### src/rtl/ovl_pkg.sv
package ovl_pkg;

	localparam int DEPTH_DEF = 16;
	localparam int VALUE_W   = 32;

	localparam logic [1:0] ACT_INSERT = 2'd0;
	localparam logic [1:0] ACT_DELETE = 2'd1;
	localparam logic [1:0] ACT_SEARCH = 2'd2;
	localparam logic [1:0] ACT_SHOW   = 2'd3;

	localparam logic [2:0] ST_OK        = 3'd0;
	localparam logic [2:0] ST_FULL      = 3'd1;
	localparam logic [2:0] ST_EMPTY     = 3'd2;
	localparam logic [2:0] ST_NOT_FOUND = 3'd3;
	localparam logic [2:0] ST_FOUND     = 3'd4;

	typedef struct packed {
		logic [1:0]                action;
		logic signed [VALUE_W-1:0] value;
	} cmd_t;

	typedef struct packed {
		logic [2:0]                status;
		logic signed [VALUE_W-1:0] entry_value;
		logic                      last;
	} res_t;

endpackage

### src/rtl/ovl_ram.sv
module ovl_ram #(
	parameter int WIDTH = ovl_pkg::VALUE_W,
	parameter int DEPTH = ovl_pkg::DEPTH_DEF
) (
	input  logic                     clk,
	input  logic                     we,
	input  logic [$clog2(DEPTH)-1:0] waddr,
	input  logic [WIDTH-1:0]         wdata,
	input  logic [$clog2(DEPTH)-1:0] raddr,
	output logic [WIDTH-1:0]         rdata
);

	logic [WIDTH-1:0] mem [DEPTH];

	always_ff @(posedge clk) begin
		if (we) begin
			mem[waddr] <= wdata;
		end
		rdata <= mem[raddr];
	end

endmodule

### src/rtl/ordered_value_list.sv
// Bounded list of signed 32-bit values in insertion order, held in one RAM.
// A command is taken when start is high and busy is low; each result beat is
// shown for one cycle with strobe high and cannot be held off. Insert, and
// any command on an empty list, finishes in the cycle it is taken (busy stays
// low) with its result registered into the next cycle. Search and show walk
// the stored entries one per cycle through the RAM read port and the single
// compare. Delete walks to the first match, then closes the gap one entry
// per cycle over the same port. Show gives one beat per entry, last set on
// the final one.
module ordered_value_list #(
	parameter int DEPTH = ovl_pkg::DEPTH_DEF
) (
	input  logic          clk,
	input  logic          arst_n,
	input  logic          start,
	output logic          busy,
	input  ovl_pkg::cmd_t cmd,
	output logic          strobe,
	output ovl_pkg::res_t result
);
	import ovl_pkg::*;

	localparam int AW = $clog2(DEPTH);
	localparam int CW = $clog2(DEPTH + 1);

	localparam logic [1:0] S_IDLE  = 2'd0;
	localparam logic [1:0] S_SCAN  = 2'd1;
	localparam logic [1:0] S_SHIFT = 2'd2;

	logic [1:0]         state_q, state_d;
	logic [CW-1:0]      idx_q, idx_d;
	logic [CW-1:0]      cnt_q, cnt_d;
	logic [1:0]         op_q, op_d;
	logic [VALUE_W-1:0] key_q, key_d;
	logic               vld_s1, vld_d;
	logic [AW-1:0]      addr_s1;
	logic               strobe_q;
	res_t               result_q;

	logic               emit;
	res_t               emit_res;
	logic               we;
	logic [AW-1:0]      waddr;
	logic [VALUE_W-1:0] wdata;
	logic [VALUE_W-1:0] rdata;
	logic               issue;
	logic               hit;
	logic               tail;

	ovl_ram #(.WIDTH(VALUE_W), .DEPTH(DEPTH)) u_ram (
		.clk  (clk),
		.we   (we),
		.waddr(waddr),
		.wdata(wdata),
		.raddr(idx_q[AW-1:0]),
		.rdata(rdata)
	);

	assign issue = idx_q < cnt_q;
	assign hit   = rdata == key_q;
	assign tail  = CW'(addr_s1) == (cnt_q - CW'(1));

	always_comb begin
		state_d  = state_q;
		idx_d    = idx_q;
		cnt_d    = cnt_q;
		op_d     = op_q;
		key_d    = key_q;
		vld_d    = 1'b0;
		emit     = 1'b0;
		emit_res = '0;
		we       = 1'b0;
		waddr    = cnt_q[AW-1:0];
		wdata    = cmd.value;
		case (state_q)
			S_IDLE: begin
				if (start) begin
					op_d  = cmd.action;
					key_d = cmd.value;
					idx_d = '0;
					if (cmd.action == ACT_INSERT) begin
						emit          = 1'b1;
						emit_res.last = 1'b1;
						if (cnt_q == CW'(DEPTH)) begin
							emit_res.status = ST_FULL;
						end else begin
							we              = 1'b1;
							cnt_d           = cnt_q + CW'(1);
							emit_res.status = ST_OK;
						end
					end else if (cnt_q == '0) begin
						emit            = 1'b1;
						emit_res.last   = 1'b1;
						emit_res.status = ST_EMPTY;
					end else begin
						state_d = S_SCAN;
					end
				end
			end
			S_SCAN: begin
				vld_d = issue;
				if (issue) begin
					idx_d = idx_q + CW'(1);
				end
				if (vld_s1) begin
					case (op_q)
						ACT_SHOW: begin
							emit                 = 1'b1;
							emit_res.status      = ST_OK;
							emit_res.entry_value = rdata;
							emit_res.last        = tail;
							if (tail) begin
								state_d = S_IDLE;
							end
						end
						ACT_SEARCH: begin
							if (hit || tail) begin
								emit            = 1'b1;
								emit_res.last   = 1'b1;
								emit_res.status = hit ? ST_FOUND : ST_NOT_FOUND;
								state_d         = S_IDLE;
							end
						end
						default: begin
							if (hit) begin
								state_d = S_SHIFT;
								idx_d   = CW'(addr_s1) + CW'(1);
							end else if (tail) begin
								emit            = 1'b1;
								emit_res.last   = 1'b1;
								emit_res.status = ST_NOT_FOUND;
								state_d         = S_IDLE;
							end
						end
					endcase
				end
				if (state_d != S_SCAN) begin
					vld_d = 1'b0;
				end
			end
			S_SHIFT: begin
				vld_d = issue;
				if (issue) begin
					idx_d = idx_q + CW'(1);
				end
				if (vld_s1) begin
					we    = 1'b1;
					waddr = addr_s1 - AW'(1);
					wdata = rdata;
				end
				if (!issue && !vld_s1) begin
					cnt_d           = cnt_q - CW'(1);
					emit            = 1'b1;
					emit_res.last   = 1'b1;
					emit_res.status = ST_OK;
					state_d         = S_IDLE;
				end
			end
			default: begin
				state_d = S_IDLE;
			end
		endcase
	end

	always_ff @(posedge clk or negedge arst_n) begin
		if (!arst_n) begin
			state_q  <= S_IDLE;
			idx_q    <= '0;
			cnt_q    <= '0;
			vld_s1   <= 1'b0;
			strobe_q <= 1'b0;
		end else begin
			state_q  <= state_d;
			idx_q    <= idx_d;
			cnt_q    <= cnt_d;
			vld_s1   <= vld_d;
			strobe_q <= emit;
		end
	end

	always_ff @(posedge clk) begin
		op_q     <= op_d;
		key_q    <= key_d;
		addr_s1  <= idx_q[AW-1:0];
		result_q <= emit_res;
	end

	assign busy   = state_q != S_IDLE;
	assign strobe = strobe_q;
	assign result = result_q;

endmodule

### config.mk
export PLATFORM = sky130hd
export DESIGN_NAME = ordered_value_list
export DESIGN_NICKNAME = d
export VERILOG_FILES = /design/src/rtl/ovl_pkg.sv /design/src/rtl/ovl_ram.sv /design/src/rtl/ordered_value_list.sv
export SDC_FILE = /design/constraint.sdc
export NUM_CORES = 1
export LEC_CHECK = 0
export ABC_AREA = 1
export BUFFER_PORTS_ARGS = -buffer_cell sky130_fd_sc_hd__buf_2
export CAP_MARGIN = 0
export CORE_ASPECT_RATIO = 0.5
export CORE_MARGIN = 8
export CORE_UTILIZATION = 45
export CTS_CLUSTER_DIAMETER = 150
export DETAILED_ROUTE_END_ITERATION = 8
export MAX_ROUTING_LAYER = met4
export PLACE_DENSITY = 0.64
export SETUP_SLACK_MARGIN = 0.15
export SYNTH_ARGS = -nofsm -noshare
export SYNTH_HDL_FRONTEND = slang
export SYNTH_SLANG_ARGS = --single-unit
### constraint.sdc
create_clock -name clk -period 11 [get_ports clk]
set_input_delay 1.65 -clock clk [delete_from_list [all_inputs] [get_ports clk]]
set_output_delay 1.65 -clock clk [all_outputs]
set_load 0.05 [all_outputs]
==> flow_metrics.py, run 1 <==
metrics = {
    "run_status": {
        "status": "finished clean",
    },
    "global_route": {
        "track_usage": 0.1919,
        "grt_pass1_vias": 14590,
        "grt_max_degree": 118,
        "grt_first_pass_wirelength_um": 90930,
        "grt_overflow_total": 0,
        "grt_antenna_before_repair": 0,
    },
    "timing": {
        "fin_crit_ns": 4.293,
        "slew_headroom": 0.1006,
        "finalSetupViolCount": 0,
        "fin_crit_sh": 0.3903,
        "final_max_slew_viol_count": 0,
        "rsz0062_at_grt": "false",
        "final.setup_skew_ns": 0.01528,
        "tightest_slew_ns": 1.340,
        "final.setup.tns_ns": 0,
        "hold_viol_final": 0,
        "max_freq_ghz": 0.2329,
    },
    "drt": {
        "postRouteAntennaNets": 0,
        "wire_per_inst_um": 21.84,
        "firstDrtPassIters": 5,
        "drt-total-wl_um": 60720,
        "routed_via_density": 5.534,
        "vias": 15380,
        "drc_errors": 0,
        "drt-initial-drc-count": 1786,
    },
    "synthesis": {
        "ys_ff_latch": 632,
        "synth_top_area_frac": 0.6598,
        "yosysWarnings": 0,
        "synth_nets": 1970,
        "syn_inst": 1919,
        "avgSynthCellArea_um2": 12.95,
        "synth.distinct_cells": 39,
        "synth_area_leader_cell": "edfxtp_1",
        "ys_seq_area_frac": 0.7318,
        "synth.area.top_cells": "edfxtp_1, dfxtp_1, nor2_1",
        "synthesis.area_um2": 24850,
    },
    "layout": {
        "syn_to_final_growth_pct": 12.24,
        "fin_nets": 2031,
        "most-common-layout-cells": "edfxtp_1, nor2_1, nand2_1",
        "drive_above_1_share": 0.1186,
        "nFillCells": 4611,
        "layout.cells.non_filler": 2780,
        "mostFrequentLayoutCell": "edfxtp_1",
    },
    "clocking": {
        "insertion_delay_ns": 0.60,
        "cts.clk_slew.worst_paths_ns": 0.06,
        "cts_resized": 0,
        "htreeDepth": 2,
        "clock_sinks": 632,
        "post-cts-setup-buffers": 0,
        "cts_tree": "built",
        "ctsHoldBuffers": 0,
        "ctsRootBufferMaster": "clkbuf_16",
        "cts_max_path_buffers": 3,
        "numCtsBuffers": 54,
    },
    "setup_path": {
        "critPathKind": "in2reg",
        "cp.arrival_ns": 4.49,
        "ff2ff_setup_slack_ns": 6.99,
        "worstPathMaxFanout": 36,
        "crit_required_ns": 11.20,
        "cp-end-kind": "flop",
        "cp-start-kind": "primary input",
    },
    "hold_path": {
        "hp-class": "reg2reg",
    },
    "pwr": {
        "p_int_mw": 4.208,
        "power_frac_clock": 0.317,
        "power.density_nw_per_um2": 217.6,
        "seqPwrFrac": 0.472,
        "power.leakage_nw": 9.663,
        "power_switching_share": 0.3067,
        "combPwrFrac": 0.210,
        "ir_worst_vdd_mv": 0.1499,
        "switchingPower_mw": 1.862,
    },
    "placed_design": {
        "numPlacedInstances": 2680,
        "place.gp.congestion": 0.8440,
        "hpwl_um": 36640,
        "port_buffers": 74,
    },
    "run": {
        "max-cap-violations": 0,
    },
    "die": {
        "ios": 75,
        "start_util": 0.4516,
        "rows": 61,
        "placeableCoreArea_um2": 55030,
        "dieArea_um2": 63460,
        "die_y_um": 182.2,
        "chipWidth_um": 348.3,
    },
}
==> cells in the mapped netlist <==
master	count
clkbuf_1	61
o211ai_1	11
ha_1	14
a21oi_1	8
a21oi_2	2
nor2_2	5
clkinv_2	1
mux2i_1	53
o221ai_1	53
clkinv_1	2
a31oi_1	2
clkbuf_4	1
nor2_1	343
dfrtp_1	14
o21bai_1	1
o21ai_0	172
xnor2_1	24
inv_2	7
buf_6	2
o32ai_1	75
buf_4	4
or2_0	1
and2_1	1
nand3_2	3
a32o_1	1
nand3_1	70
buf_1	5
nand2_1	225
xor2_2	3
o21ai_2	1
o22ai_1	1
nand4_1	4
xor2_1	11
o31ai_1	3
edfxtp_1	546
inv_1	81
buf_2	35
nand2_2	1
dfxtp_1	72
==> power groups by stage <==
stage                     sequential [mW]  combinational, mW  clock [mW]
after floorplan                      2.88              0.901           0
after global placement               2.91               1.24           0
after detailed placement             2.92               1.27           0
after CTS                            2.87               1.28        1.96
after global routing                 2.88               1.40        2.05
final                                2.87               1.28        1.93
==> cell type report <==
| type | instances | area (um2) | area share |
|---|---|---|---|
| Antenna cell | 1 | 2.502 | 0.00008971 |
| Inverter | 91 | 347.8 | 0.01247 |
| Clock buffer | 73 | 1504 | 0.05392 |
| Tap cell | 756 | 945.9 | 0.03391 |
| Sequential cell | 632 | 18200 | 0.6524 |
| Timing Repair Buffer | 113 | 663.1 | 0.02377 |
| Clock inverter | 26 | 260.3 | 0.009330 |
| Multi-Input combinational cell | 1088 | 5973 | 0.2141 |
==> worst max-delay path, cell delays in order <==
cell,delay (ns)
buf_2,0.10
nand2_1,0.09
inv_2,0.74
nand3_1,0.30
nand2_1,0.20
nand3_1,0.35
nor2_4,1.03
==> cells by family after synthesis <==
kind of cell    count (synthesis)  share of synthesized area
fa+ha+maj                      14                   0.007049
xor+xnor                       38                    0.01430
compound gates                330                    0.08811
mux                            53                    0.02135
simple gates                  653                     0.1041
flops                         632                     0.7318
buf+inv                       199                    0.03323
==> sequential cells by signal, indices dropped and copies added (netlist names) <==
name         flops
vld_s1           1
cnt_q            5
key_q           32
u_ram.mem      512
state_q          2
u_ram.rdata     32
addr_s1          4
strobe           1
result          36
op_q             2
idx_q            5
==> metrics by stage <==
stage          worst slack, ns  hold WS [ns]  power, mW    util  cell area (um2)
5_1_grt                  6.452        0.4947      6.332  0.5068            27890
6_report                 6.707        0.4654      6.070  0.5069            27890
4_1_cts                  6.599        0.4708      6.104  0.5068            27890
3_3_place_gp             6.110        0.4511      4.158  0.4748            26130
2_1_floorplan            6.297        0.3684      3.781       -            24850
3_5_place_dp             5.973        0.4590      4.187  0.4748            26130
==> worst paths after layout <==
| kind | depth (start not counted) | startpoint | to |
|---|---|---|---|
| max reg2reg | 8 | state_q[1]$_DFFE_PN0P_ | u_ram.mem[0][20]$_DFFE_PP_ |
| min | 2 | u_ram.rdata[1]$_DFF_P_ | result[2]$_SDFF_PN0_ |
| max in group asynchronous | 1 | arst_n | idx_q[0]$_DFFE_PN0P_ |
| min in group asynchronous | 1 | arst_n | idx_q[1]$_DFFE_PN0P_ |
| min reg2reg | 2 | u_ram.rdata[1]$_DFF_P_ | result[2]$_SDFF_PN0_ |
| max | 7 | start | u_ram.mem[0][20]$_DFFE_PP_ |
==> per-layer routing <==
layer / vias to the layer above / wire length, um / global-route usage / share of wire
met2: 619 / 26400 / 0.2770 / 0.43
met1: 7602 / 28180 / 0.2800 / 0.46
li1: 7075 / - / - / -
met3: 88 / 4796 / 0.03595 / 0.079
met4: 0 / 1345 / 0.04867 / 0.022
met5: - / 0 / - / 0
No activity file was read; power rests on OpenSTA's default activity.
==> run 2: changes to the inputs <==
- clock period: 11 -> 4.2 ns (I/O delays scaled with it)
==> run 2 against run 1 <==
Net effect: count of clock-buffer cells in the layout up 5; via count up 2.4%; critical path depth up 3; highest routed layer unchanged; flip-flop and latch count unchanged; routed wire length up 11%; critical endpoint is now u_ram.mem[3][24]$_DFFE_PP_; setup slack worse by 5.8 ns; largest cell class unchanged; total power rose to 2.7 times the previous value; register-to-register slack worse by 6.1 ns; design area up 1.0%; non-clock buffer count up 26; combinational power rose to 2.8 times the previous value; final cell count up 0.90%; largest power group unchanged.
==> flow_metrics.py, run 2 (synthesis gave the netlist of run 1 again) <==
metrics = {
    "die": {
        "placeableCoreArea_um2": 55030,
        "die_y_um": 182.2,
        "ios": 75,
        "chipWidth_um": 348.3,
        "start_util": 0.4516,
        "rows": 61,
        "dieArea_um2": 63460,
    },
    "drt": {
        "firstDrtPassIters": 5,
        "routed_via_density": 5.617,
        "wire_per_inst_um": 23.99,
        "drt-initial-drc-count": 1945,
        "drc_errors": 0,
        "vias": 15760,
        "postRouteAntennaNets": 0,
        "drt-total-wl_um": 67300,
    },
    "placed_design": {
        "hpwl_um": 42800,
        "numPlacedInstances": 2705,
        "preCtsSetupSlack_ns": 0.9418,
        "port_buffers": 74,
        "place.gp.congestion": 0.8732,
    },
    "timing": {
        "slew_headroom": 0.2674,
        "fin_crit_ns": 3.322,
        "tightest_slew_ns": 1.098,
        "fin_crit_sh": 0.7909,
        "rsz0062_at_grt": "false",
        "max_freq_ghz": 0.3010,
        "final.setup_skew_ns": 0.01702,
        "final.setup.tns_ns": 0,
        "hold_viol_final": 0,
        "final_max_slew_viol_count": 0,
        "fin_ws_ns": 0.8780,
        "fin_hold_ws_ns": 0.2209,
        "finalSetupViolCount": 0,
    },
    "setup_path": {
        "cp-start-kind": "flop",
        "cp.arrival_ns": 3.61,
        "critPathKind": "reg2reg",
        "cp-end-kind": "flop",
        "crit_required_ns": 4.49,
        "worstPathMaxFanout": 32,
    },
    "global_route": {
        "grt_pass1_vias": 15100,
        "grt_max_degree": 153,
        "grt_overflow_total": 0,
        "grt_antenna_before_repair": 3,
        "track_usage": 0.2128,
        "grt_first_pass_wirelength_um": 99030,
    },
    "layout": {
        "most-common-layout-cells": "edfxtp_1, nor2_1, nand2_1",
        "mostFrequentLayoutCell": "edfxtp_1",
        "drive_above_1_share": 0.1274,
        "largest_register_ffs": 512,
        "antenna_cells": 0,
        "regMostFlops": "u_ram.mem",
        "nFillCells": 4594,
        "syn_to_final_growth_pct": 13.41,
        "layout.cells.non_filler": 2805,
        "fin_nets": 2056,
        "post-route-util": 0.5122,
    },
    "clocking": {
        "cts_tree": "built",
        "cts_resized": 0,
        "cts.clk_slew.worst_paths_ns": 0.07,
        "insertion_delay_ns": 0.60,
        "ctsRootBufferMaster": "clkbuf_16",
        "cts_max_path_buffers": 3,
        "numCtsBuffers": 53,
        "ctsHoldBuffers": 1,
        "clock_sinks": 632,
        "post-cts-setup-buffers": 0,
        "htreeDepth": 2,
    },
    "pwr": {
        "power.leakage_nw": 9.828,
        "power.density_nw_per_um2": 577.6,
        "ir_worst_vdd_mv": 0.4571,
    },
    "run_status": {
        "status": "finished clean",
    },
    "hold_path": {
        "hp-class": "in2reg",
    },
    "run": {
        "max-cap-violations": 0,
    },
}
-- run 2: changes by cell type in the layout (fill, tap and decap cells not counted), sizes merged --
cell	delta
buf	+25
clkbuf	+5
clkinv	-4
clkinvlp	-2
bufinv	+1
diode	-1
dlygate4sd3	+1
-- run 2: stage by stage --
stage                     instance area, um2  power (mW)
after floorplan                        24850       9.901
after global placement                 26390       11.15
after detailed placement               26390       11.20
after CTS                              28180       16.31
after global routing                   28180       16.93
final                                  28180       16.28
-- run 2: per-layer routing --
layer  track usage  part of all wire
met4       0.04521             0.021
met5             -                 0
met3       0.07271              0.12
met1        0.3147              0.46
met2        0.2808              0.40
-- run 2: worst paths after layout --
check	start	to	slack (ns)	cells past startpoint
max	state_q[0]$_DFFE_PN0P_	u_ram.mem[3][24]$_DFFE_PP_	0.88	10
min	cmd[8]	key_q[8]$_DFFE_PP_	0.22	1
max reg2reg	state_q[0]$_DFFE_PN0P_	u_ram.mem[3][24]$_DFFE_PP_	0.88	10
min reg2reg	u_ram.rdata[27]$_DFF_P_	result[28]$_SDFF_PN0_	0.47	2
max in group asynchronous	arst_n	idx_q[0]$_DFFE_PN0P_	3.39	2
min in group asynchronous	arst_n	state_q[0]$_DFFE_PN0P_	0.49	2
-- run 2: area by class of cell --
| type | instances | area, um2 | area share |
|---|---|---|---|
| Sequential cell | 632 | 18200 | 0.6456 |
| Tap cell | 756 | 945.9 | 0.03356 |
| Multi-Input combinational cell | 1088 | 5973 | 0.2119 |
| Timing Repair Buffer | 139 | 935.9 | 0.03321 |
| Inverter | 91 | 347.8 | 0.01234 |
| Clock buffer | 78 | 1533 | 0.05438 |
| Clock inverter | 21 | 251.5 | 0.008923 |
-- run 2: where the power goes --
part / internal (mW) / switching, mW
sequential: 7.18 / 0.342
clock: 2.90 / 2.24
combinational: 1.06 / 2.56
total: 11.1 / 5.14
-- run 2: worst max-delay path: stages (launching register included) --
cell	delay [ns]
dfrtp_1	0.42
inv_1	0.12
ha_1	0.41
nand2_2	0.19
buf_4	0.27
nand2_1	0.08
o21ai_0	0.18
inv_1	0.14
nand3_1	0.37
nor2_4	0.54
buf_12	0.25
==> run 3: changes to the inputs <==
- ABC_AREA: 1 -> 0
- clock period: 4.2 -> 3.1 ns (I/O delays scaled with it)
==> run 3 against run 2 <==
Net effect: sequential power is 36% higher; non-clock buffer count is 19 lower; routed wire length is 20% lower; via count is 27% lower; worst hold slack worse by 0.19 ns; design area is 1.6% lower; clock skew is 0.029 ns higher; flip-flop and latch count stayed put; fmax is 20% higher; setup slack worse by 0.55 ns; area after synthesis is 3.1% lower; synthesized cell count is 41% lower; critical endpoint is now u_ram.mem[11][1]$_DFFE_PP_.
==> flow_metrics.py, run 3 <==
metrics = {
    "run_status": {
        "status": "finished clean",
    },
    "layout": {
        "largest_register_ffs": 512,
        "regMostFlops": "u_ram.mem",
        "mostFrequentLayoutCell": "edfxtp_1",
        "fin_area_um2": 27720,
        "drive_above_1_share": 0.3267,
        "post-route-util": 0.5201,
        "most-common-layout-cells": "edfxtp_1, mux4_2, buf_2",
        "fin_nets": 1315,
        "layout.cells.non_filler": 2024,
        "syn_to_final_growth_pct": 15.17,
        "nFillCells": 4112,
    },
    "global_route": {
        "grt_max_degree": 134,
        "grt_first_pass_wirelength_um": 78970,
        "grt_pass1_vias": 11940,
        "grt_antenna_before_repair": 0,
        "track_usage": 0.1774,
        "grt_overflow_total": 0,
    },
    "hold_path": {
        "holdPathStages": 1,
        "whs_endpoint": "key_q[8]$_DFFE_PP_",
        "hold_start": "cmd[8]",
        "hp-class": "in2reg",
    },
    "pwr": {
        "power_frac_clock": 0.321,
        "combPwrFrac": 0.203,
        "power.density_nw_per_um2": 769.8,
        "power.leakage_nw": 8.933,
        "p_int_mw": 15.53,
        "power_switching_share": 0.2725,
        "totalPowerFinal_mw": 21.34,
        "seqPwrFrac": 0.476,
        "switchingPower_mw": 5.816,
        "ir_worst_vdd_mv": 0.5416,
    },
    "timing": {
        "fin_hold_ws_ns": 0.03450,
        "fin_crit_sh": 0.8943,
        "slew_headroom": 0.2876,
        "fin_ws_ns": 0.3277,
        "final_max_slew_viol_count": 0,
        "fin_crit_ns": 2.772,
        "hold_viol_final": 0,
        "final.setup.tns_ns": 0,
        "final.setup_skew_ns": 0.04592,
        "rsz0062_at_grt": "false",
        "tightest_slew_ns": 1.055,
        "max_freq_ghz": 0.3607,
        "finalSetupViolCount": 0,
    },
    "placed_design": {
        "place.gp.congestion": 0.8017,
        "numPlacedInstances": 1916,
        "preCtsSetupSlack_ns": -0.01577,
        "port_buffers": 74,
        "placed_cell_area_um2": 25810,
        "hpwl_um": 29620,
    },
    "setup_path": {
        "cpPeakStageDelay_ns": 0.86,
        "cp.arrival_ns": 3.08,
        "worstPathMaxFanout": 32,
        "crit_required_ns": 3.41,
        "cp-end-kind": "flop",
        "critPathKind": "reg2reg",
        "worst_r2r_endpoint": "u_ram.mem[11][1]$_DFFE_PP_",
        "cpMaxStageDelayCell": "a41oi_1",
        "crit_chain": "inv_1, ha_1, nand2_1, clkinvlp_4, o211a_1, a41oi_1, nor2_4, buf_12",
        "timing.rr.start": "state_q[0]$_DFFE_PN0P_",
        "ff2ff_setup_slack_ns": 0.33,
        "cp-start-kind": "flop",
        "rr_worst_depth": 8,
    },
    "synthesis": {
        "synth_top_area_frac": 0.6811,
        "synth_commonest_cells": "edfxtp_1, mux4_2, dfxtp_1, xor2_1, clkbuf_1",
        "ys_ff_latch": 632,
        "synth.distinct_cells": 47,
        "synth_nets": 1189,
        "synth_ff_type": "edfxtp_1",
        "syn_inst": 1138,
        "avgSynthCellArea_um2": 21.15,
        "ys_seq_area_frac": 0.7555,
        "synth_edf_count": 546,
        "async_flop_share": 0.02215,
        "yosysWarnings": 0,
        "synth.area.top_cells": "edfxtp_1, mux4_2, dfxtp_1",
        "synth_area_leader_cell": "edfxtp_1",
        "synth.most_common_cell": "edfxtp_1",
        "synthesis.area_um2": 24070,
    },
    "clocking": {
        "post-cts-setup-buffers": 0,
        "insertion_delay_ns": 0.62,
        "clock_sinks": 632,
        "cts_max_path_buffers": 3,
        "cts.clk_slew.worst_paths_ns": 0.07,
        "numCtsBuffers": 56,
        "cts_tree": "built",
        "ctsRootBufferMaster": "clkbuf_16",
        "htreeDepth": 2,
    },
    "die": {
        "start_util": 0.4516,
        "ios": 75,
        "placeableCoreArea_um2": 53300,
        "chipWidth_um": 343.1,
        "dieArea_um2": 61600,
        "rows": 60,
        "die_y_um": 179.5,
    },
    "drt": {
        "drc_errors": 0,
        "wire_per_inst_um": 26.53,
        "drt-initial-drc-count": 1105,
        "postRouteAntennaNets": 0,
        "routed_via_density": 5.667,
        "vias": 11470,
        "drt-total-wl_um": 53700,
        "firstDrtPassIters": 5,
    },
    "run": {
        "max-cap-violations": 0,
    },
}
-- run 3: final cells by class --
type                    instances  area (um2)  share of cell area
flip-flops and latches        632       18200              0.6564
multi-input cells             439        5763              0.2079
clock buffers                  77        1592             0.05741
repair buffers                120       960.9             0.03466
well taps                     713       892.1             0.03218
clock inverters                27       256.5            0.009252
inverters                      15       60.06            0.002166
diodes                          1       2.502          0.00009026
-- run 3: repair_timing --
| action | in CTS | in global routing |
|---|---|---|
| hold buffers | 3 | 0 |
| endpoints found under the hold margin | 16 | 0 |
| endpoints found under the setup margin | 5 | 3 |
| gates resized for setup | 3 | 2 |
| pin swaps | 0 | 0 |
-- run 3: how the worst max path moves through the flow --
| stage | from | end | slack (ns) | depth (start not counted) |
|---|---|---|---|---|
| 2_1_floorplan | state_q[0]$_DFFE_PN0P_ | u_ram.mem[0][0]$_DFFE_PP_ | 0.07 | 7 |
| 3_3_place_gp | key_q[29]$_DFFE_PP_ | idx_q[1]$_DFFE_PN0P_ | 0.08 | 7 |
| 3_5_place_dp | key_q[29]$_DFFE_PP_ | idx_q[1]$_DFFE_PN0P_ | -0.02 | 7 |
| 4_1_cts | u_ram.rdata[30]$_DFF_P_ | idx_q[1]$_DFFE_PN0P_ | 0.16 | 7 |
| 5_1_grt | state_q[0]$_DFFE_PN0P_ | u_ram.mem[7][26]$_DFFE_PP_ | 0.20 | 8 |
| 6_report | state_q[0]$_DFFE_PN0P_ | u_ram.mem[11][1]$_DFFE_PP_ | 0.33 | 8 |
-- run 3: cells by family after synthesis --
logic type	count (synthesis)	share of synthesized area
DFF	632	0.7555
adders and majority gates	14	0.007277
buffers and inverters	67	0.01154
xor gates and xnor gates	48	0.01746
AOI/OAI and AO/OA	50	0.01409
muxes	195	0.1661
and+or+nand+nor	132	0.02796
-- run 3: per-layer routing --
layer	vias to the layer above	global-route usage	part of all wire
li1	4892	-	-
met1	6120	0.2478	0.44
met2	381	0.2779	0.48
met3	76	0.02551	0.057
met4	0	0.04160	0.021
met5	-	-	0
-- run 3: worst max-delay path, delay by kind of cell, from the launching register on --
kind | cells | cell delay [ns]
and+or+nand+nor | 2 | 0.28
buffers and inverters | 3 | 0.46
AOI/OAI and AO/OA | 2 | 1.05
DFF | 1 | 0.42
adders and majority gates | 1 | 0.27
-- run 3: power by group through the flow --
stage / combinational (mW) / clock (mW) / sequential, mW
2_1_floorplan: 3.08 / 0 / 10.2
5_1_grt: 4.63 / 7.29 / 10.2
3_3_place_gp: 4.30 / 0 / 10.3
3_5_place_dp: 4.35 / 0 / 10.3
4_1_cts: 4.38 / 6.99 / 10.2
6_report: 4.33 / 6.86 / 10.2
